File: config.mk
export PLATFORM = sky130hd
export DESIGN_NAME = dkbh_ctrl
export DESIGN_NICKNAME = d
export VERILOG_FILES = /design/src/rtl/dkbh_pkg.sv /design/src/rtl/dkbh_ctrl.sv
export SDC_FILE = /design/constraint.sdc
export NUM_CORES = 1
export LEC_CHECK = 0
export ABC_AREA = 1
export BUFFER_PORTS_ARGS = -buffer_cell sky130_fd_sc_hd__buf_2
export CORE_AREA = 2 2 39 41
export CTS_CLUSTER_DIAMETER = 120
export CTS_CLUSTER_SIZE = 20
export DETAILED_ROUTE_END_ITERATION = 10
export DIE_AREA = 0 0 41 43
export SYNTH_ARGS = -nofsm -noshare
export SYNTH_HDL_FRONTEND = slang
export SYNTH_SLANG_ARGS = --single-unit
export TNS_END_PERCENT = 5
File: constraint.sdc
create_clock -name clk -period 1.1 [get_ports clk]
set_clock_uncertainty 0.1 [all_clocks]
set_input_delay 0.11 -clock clk [delete_from_list [all_inputs] [get_ports clk]]
set_output_delay 0.11 -clock clk [all_outputs]
set_load 0.02 [all_outputs]
File: src/rtl/dkbh_pkg.sv
`default_nettype none

package dkbh_pkg;

	localparam int BUCKET_BITS = 10;
	localparam int COUNT_BITS  = 32;
	localparam int KEY_BITS    = 60;
	localparam int KLEN_BITS   = 5;
	localparam int SHIFT_BITS  = KLEN_BITS + 1;
	localparam int OUT_BITS    = 32;
	localparam int MODE_BITS   = 2;
	localparam int TABLE_DEPTH = 1 << BUCKET_BITS;
	localparam logic [KLEN_BITS-1:0] KLEN_RESET = KLEN_BITS'(15);

	typedef enum logic [MODE_BITS-1:0] {
		MODE_PUSH   = 2'd0,
		MODE_FINISH = 2'd1,
		MODE_READ   = 2'd2,
		MODE_CLEAR  = 2'd3
	} mode_t;

	typedef enum logic [2:0] {
		S_INIT,
		S_IDLE,
		S_EXEC,
		S_RD,
		S_CLR,
		S_RESP
	} state_t;

	typedef struct packed {
		logic load_item;
		logic exec;
		logic write_back;
		logic clr_start;
		logic clr_step;
		logic out_load;
	} cmd_t;

	typedef struct packed {
		logic use_mem;
		logic count_pend;
		logic is_clear;
		logic clr_last;
		logic out_free;
	} status_t;

	// max(0, 2*klen - BUCKET_BITS)
	function automatic logic [SHIFT_BITS-1:0] shift_amt(input logic [KLEN_BITS-1:0] klen);
		logic [SHIFT_BITS-1:0] twice;
		twice = {klen, 1'b0};
		if (twice > SHIFT_BITS'(BUCKET_BITS))
			return twice - SHIFT_BITS'(BUCKET_BITS);
		else
			return '0;
	endfunction

endpackage

`default_nettype wire

File: src/rtl/dkbh_ctrl.sv
`default_nettype none

module dkbh_ctrl (
	input  wire logic              clk,
	input  wire logic              arst_n,
	input  wire logic              in_valid,
	output logic                   in_ready,
	input  wire dkbh_pkg::status_t sts,
	output dkbh_pkg::cmd_t         cmd
);

	dkbh_pkg::state_t state_q, state_d;

	always_ff @(posedge clk or negedge arst_n) begin
		if (!arst_n)
			state_q <= dkbh_pkg::S_INIT;
		else
			state_q <= state_d;
	end

	always_comb begin
		state_d = state_q;
		unique case (state_q)
			dkbh_pkg::S_INIT: begin
				if (sts.clr_last)
					state_d = dkbh_pkg::S_IDLE;
			end
			dkbh_pkg::S_IDLE: begin
				if (in_valid)
					state_d = dkbh_pkg::S_EXEC;
			end
			dkbh_pkg::S_EXEC: begin
				if (sts.is_clear)
					state_d = dkbh_pkg::S_CLR;
				else if (sts.use_mem)
					state_d = dkbh_pkg::S_RD;
				else
					state_d = dkbh_pkg::S_RESP;
			end
			dkbh_pkg::S_RD: begin
				state_d = dkbh_pkg::S_RESP;
			end
			dkbh_pkg::S_CLR: begin
				if (sts.clr_last)
					state_d = dkbh_pkg::S_RESP;
			end
			dkbh_pkg::S_RESP: begin
				if (sts.out_free)
					state_d = dkbh_pkg::S_IDLE;
			end
			default: state_d = dkbh_pkg::S_INIT;
		endcase
	end

	always_comb begin
		cmd      = '0;
		in_ready = 1'b0;
		unique case (state_q)
			dkbh_pkg::S_INIT: cmd.clr_step = 1'b1;
			dkbh_pkg::S_IDLE: begin
				in_ready      = 1'b1;
				cmd.load_item = in_valid;
			end
			dkbh_pkg::S_EXEC: begin
				cmd.exec      = 1'b1;
				cmd.clr_start = sts.is_clear;
			end
			dkbh_pkg::S_RD:   cmd.write_back = sts.count_pend;
			dkbh_pkg::S_CLR:  cmd.clr_step = 1'b1;
			dkbh_pkg::S_RESP: cmd.out_load = sts.out_free;
			default: cmd = '0;
		endcase
	end

	// data read in S_RD always comes from the address issued in S_EXEC
	a_rd_after_exec: assert property (@(posedge clk) disable iff (!arst_n)
		state_q == dkbh_pkg::S_RD |-> $past(state_q) == dkbh_pkg::S_EXEC)
		else $error("read state not preceded by execute");

	// a clear sweep runs to its last entry without leaving early
	a_clr_sweep: assert property (@(posedge clk) disable iff (!arst_n)
		state_q == dkbh_pkg::S_CLR && !sts.clr_last |=> state_q == dkbh_pkg::S_CLR)
		else $error("clear sweep cut short");

endmodule

`default_nettype wire

# After elaboration in Yosys (flattened, before gate mapping)
# Index checks and enable logic that the tools add are counted.
[classes] eq_ne=9 n_mux=14 reduce_logical=3
[op_table] operator="2-to-1 mux 3 bit" n=6
[op_table] operator="case mux 3 bit (6 select lines)" n=1
[op_table] operator="inequality test 2 bit, second input constant" n=4
[op_table] operator="2-to-1 mux 1 bit" n=7
[op_table] operator="equality test 3 x 2 -> 1 bit, second input constant" n=2
[op_table] operator="equality test 3 bit, second input constant" n=2
[op_table] operator="AND reduction 4 bit" n=1
[op_table] operator="equality test 3 x 1 -> 1 bit, second input constant" n=1
[op_table] operator="zero test 3 bit" n=1
[op_table] operator="OR reduction 2 bit" n=1
[word_totals] reg_bits=3 output_inout_bits=7

# Longest topological paths before layout
[depth] ltp_word=3 ltp_mapped=7

# Worst setup path after synthesis
# Ideal clock, no wire load.
[synth_timing] path_type="reg-to-output" from="register state_q[2]" to="output port cmd[2] (netlist name)" arrival_time_ps=1095 path_slack_ps=-205 path_stages_with_launch=4 path_buffers=0 cell_sequence="dfrtp_1 nor2_2 inv_2 nor3_1"
[synth_lines] item="from (decl)" line="dkbh_ctrl.sv:12" text="dkbh_pkg::state_t state_q, state_d;"
[synth_lines] item="from (signal assigned)" line="dkbh_ctrl.sv:16" text="state_q <= dkbh_pkg::S_INIT;"
[synth_lines] item="from (signal assigned)" line="dkbh_ctrl.sv:18" text="state_q <= state_d;"
[synth_lines] item="to (decl)" line="dkbh_ctrl.sv:9" text="output dkbh_pkg::cmd_t cmd"

==> summary by stage <==
Logic synthesis
The number of warnings reported in the yosys synthesis log is 0. Counting every instance in the synthesized netlist gives 46. Dividing the synthesized area by the synthesized cell count gives 6.15 um2. Yosys mapped the design onto 15 distinct sky130hd cell types. After synthesis the cells add up to 283 um2. The largest area contributor in the netlist is sky130_fd_sc_hd__dfrtp_1.

Counting every net in the synthesized netlist gives 54. Synthesis inferred 3 register bits. Of the synthesized area, sequential elements account for 0.265.

By area the synthesized netlist is led by sky130_fd_sc_hd__dfrtp_1 (27%), sky130_fd_sc_hd__nand2_1 (13%), sky130_fd_sc_hd__nor2_1 (11%). The fraction of synthesized cell area taken by the top area cell type is 0.265.

Detailed routing
The total iterations of the first detailed-routing run is 4. The routed wire length per instance is 9.44 um. Summed over all layers, the routed wires come to 821 um. The count of antenna-violating nets left after detailed routing is 0. The total via count in the routed design is 351. For this run, design rule violations remaining after detail routing come to 0.

The first routing iteration left 7 violations. Using the TritonRoute via totals, the vias-per-cell ratio works out to 4.03.

Power
Power spread over the standard cell area amounts to 2750 nW/um2. The worst-case vdd ir drop is 1.06 mV. The static leakage is 0.283 nW. After layout, the design draws a total of 1.47 mW.

Floorplanning
The number of cell rows is 14. The die is 43 um tall. The placeable core area is 1380 um2. 15 I/O pins were placed. For this configuration, the core starts out at a cell density of 0.204. The horizontal extent of the die is 41 um. The area of the die is 1760 um2.

STA
The routed design could run at a clock period as short as 1.34 ns. The number of hold-slack violations in the final timing report came to 0. The maximum clock frequency is 0.747 GHz.

The final setup violation count is 10. The headroom to the max-slew limit is 0.889. In the finished design, the share of the clock period the worst path needs comes to 1.22. After layout, the worst setup slack is -0.238 ns. The final count of pins violating max slew is 0. At the pin with the least slew margin, the transition time is 0.167 ns. Setup repair after global routing could not meet its margin everywhere.

Setup path
Of all nets on the critical path, the largest fanout is 5. The number of cells on the worst reg-to-reg path is 6. The kind of end point of the critical path is a primary output.

Data on the critical path is required at its endpoint by 0.89 ns. The critical path class is reg2out. The startpoint class of the critical path is a flop. STA puts the critical path data arrival time at 1.13 ns.

Clocking
The count of H-tree levels built during CTS is 1. The maximum clock path buffer count is 2. The total CTS buffers is 3. The worst-skew pair later-pin latency is 0.23 ns. Clock tree synthesis found a total of 3 sinks.

The tree is rooted in a sky130_fd_sc_hd__clkbuf_4. The clock-pin slew reported for the worst setup and hold paths after clock tree synthesis is 0.03 ns. The CTS tree is done.

Place
After detailed placement, the design holds a cell count of 79. The port buffer count is 14. The placed wire-length estimate after detailed placement is 587 um. The routability congestion estimate is 0.823.

Status
The run finished, with violations left. The checks that failed: negative setup slack.

Cells and area
The largest registers in the layout are state_q x3. The register with the most flip-flops is state_q. After the flow finishes, the layout carries non-filler instances totaling 87.

The number of flip-flops under the largest register name is 3. 0 antenna diodes ended up in the layout. The count of nets after finishing is 80. The share of layout cells above drive strength 1 is 0.577.

The area overhead of the layout relative to synthesis is 88.9%.

Hold path
The path category of the worst min-delay check is in2async.

Global routing
Entering global routing, the biggest net connects 6 pins. The initial antenna violation count is 0. The via count of the first global-routing pass is 336. The wire length of the first global-routing pass is 1310 um. Summed over all layers, the global routing overflow is 0. The overall routing resource usage is 0.109.

Run
Max-cap violations in this run came to 0.
-- area by class of cell --
| cell class | instances | area, um2 |
|---|---|---|
| fillers | 142 | 850 |
| multi-input cells | 33 | 208 |
| repair buffers | 22 | 169 |
| flip-flops and latches | 3 | 77.6 |
| inverters | 9 | 33.8 |
| clock buffers | 4 | 26.3 |
| well taps | 16 | 20.0 |
-- worst max-delay path, stage by stage, from the launching register on --
cell and delay (ns):
sky130_fd_sc_hd__dfrtp_1 0.36, sky130_fd_sc_hd__inv_2 0.09, sky130_fd_sc_hd__nor2_4 0.12, sky130_fd_sc_hd__inv_2 0.07
sky130_fd_sc_hd__nor3_2 0.10, sky130_fd_sc_hd__buf_4 0.16
-- kinds of logic (layout without fill, tap and decap cells) --
family	after synthesis	after routing	share of synthesized area
buffers and inverters	10	35	0.159
AO/OA/AOI/OAI	3	3	0.0531
flip-flops	3	3	0.265
AND/OR/NAND/NOR	30	30	0.522
-- cell usage after synthesis, drive strengths merged --
cell / n
a21oi: 1
buf: 1
dfrtp: 3
inv: 9
nand2: 11
nand3: 4
nand3b: 1
nand4: 1
nor2: 12
nor3: 1
o21ai: 2
-- per-layer routing --
metal	global-route usage	routed length [um]	up-vias
li1	-	-	191
met1	0.143	351	151
met2	0.163	427	9
met3	0.0314	42	0
met4	0.0400	0	0
met5	0	0	-
-- cell usage in the layout, fill, tap and decap left out --
cell type                       count
sky130_fd_sc_hd__a21oi_1            1
sky130_fd_sc_hd__buf_2              7
sky130_fd_sc_hd__buf_4              9
sky130_fd_sc_hd__buf_6              5
sky130_fd_sc_hd__clkbuf_1           1
sky130_fd_sc_hd__clkbuf_4           3
sky130_fd_sc_hd__dfrtp_1            1
sky130_fd_sc_hd__dfrtp_2            2
sky130_fd_sc_hd__dlygate4sd3_1      1
sky130_fd_sc_hd__inv_1              6
sky130_fd_sc_hd__inv_2              3
sky130_fd_sc_hd__nand2_1           10
sky130_fd_sc_hd__nand2_2            1
sky130_fd_sc_hd__nand3_1            1
sky130_fd_sc_hd__nand3_2            2
sky130_fd_sc_hd__nand3_4            1
sky130_fd_sc_hd__nand3b_1           1
sky130_fd_sc_hd__nand4_1            1
sky130_fd_sc_hd__nor2_1             5
sky130_fd_sc_hd__nor2_2             3
sky130_fd_sc_hd__nor2_4             4
sky130_fd_sc_hd__nor3_2             1
sky130_fd_sc_hd__o21ai_0            1
sky130_fd_sc_hd__o21ai_1            1
-- stage by stage --
step                utilization  TNS, ns  instance area [um2]  setup slack (ns)  hold WS, ns
detailed placement        0.297   -0.689                  412            -0.133       -0.194
global route              0.386    -2.13                  534            -0.271        0.132
finish                    0.386    -1.61                  534            -0.238        0.113
CTS                       0.363    -1.59                  503            -0.227        0.107
global placement          0.297   -0.484                  412           -0.0987       -0.193
floorplan                     -   -0.288                  303           -0.0698       -0.286
-- where the power goes --
group,switching (mW),internal (mW)
Sequential,0.0666,0.166
Combinational,0.560,0.491
Clock,0.0516,0.136
Total,0.678,0.793
-- what timing repair did --
action,in CTS,in global routing
buffers inserted,3,0
endpoints found under the hold margin,3,0
resized for setup,15,8
cloned,0,0
pin swaps,2,2
hold buffers,1,0
endpoints found under the setup margin,10,10
-- path summary, 6_finish.rpt --
check | from | endpoint | slack (ns)
worst max-delay path | state_q[1] | cmd[2] | -0.24
worst min-delay path | arst_n | state_q[2] | 0.11
worst max register to register | state_q[0] | state_q[2] | -0.09
worst min register to register | state_q[1] | state_q[0] | 0.60
max in group asynchronous | arst_n | state_q[0] | 0.67
min in group clk | in_valid | state_q[0] | 0.13
Power figures use the tool's default switching activity.
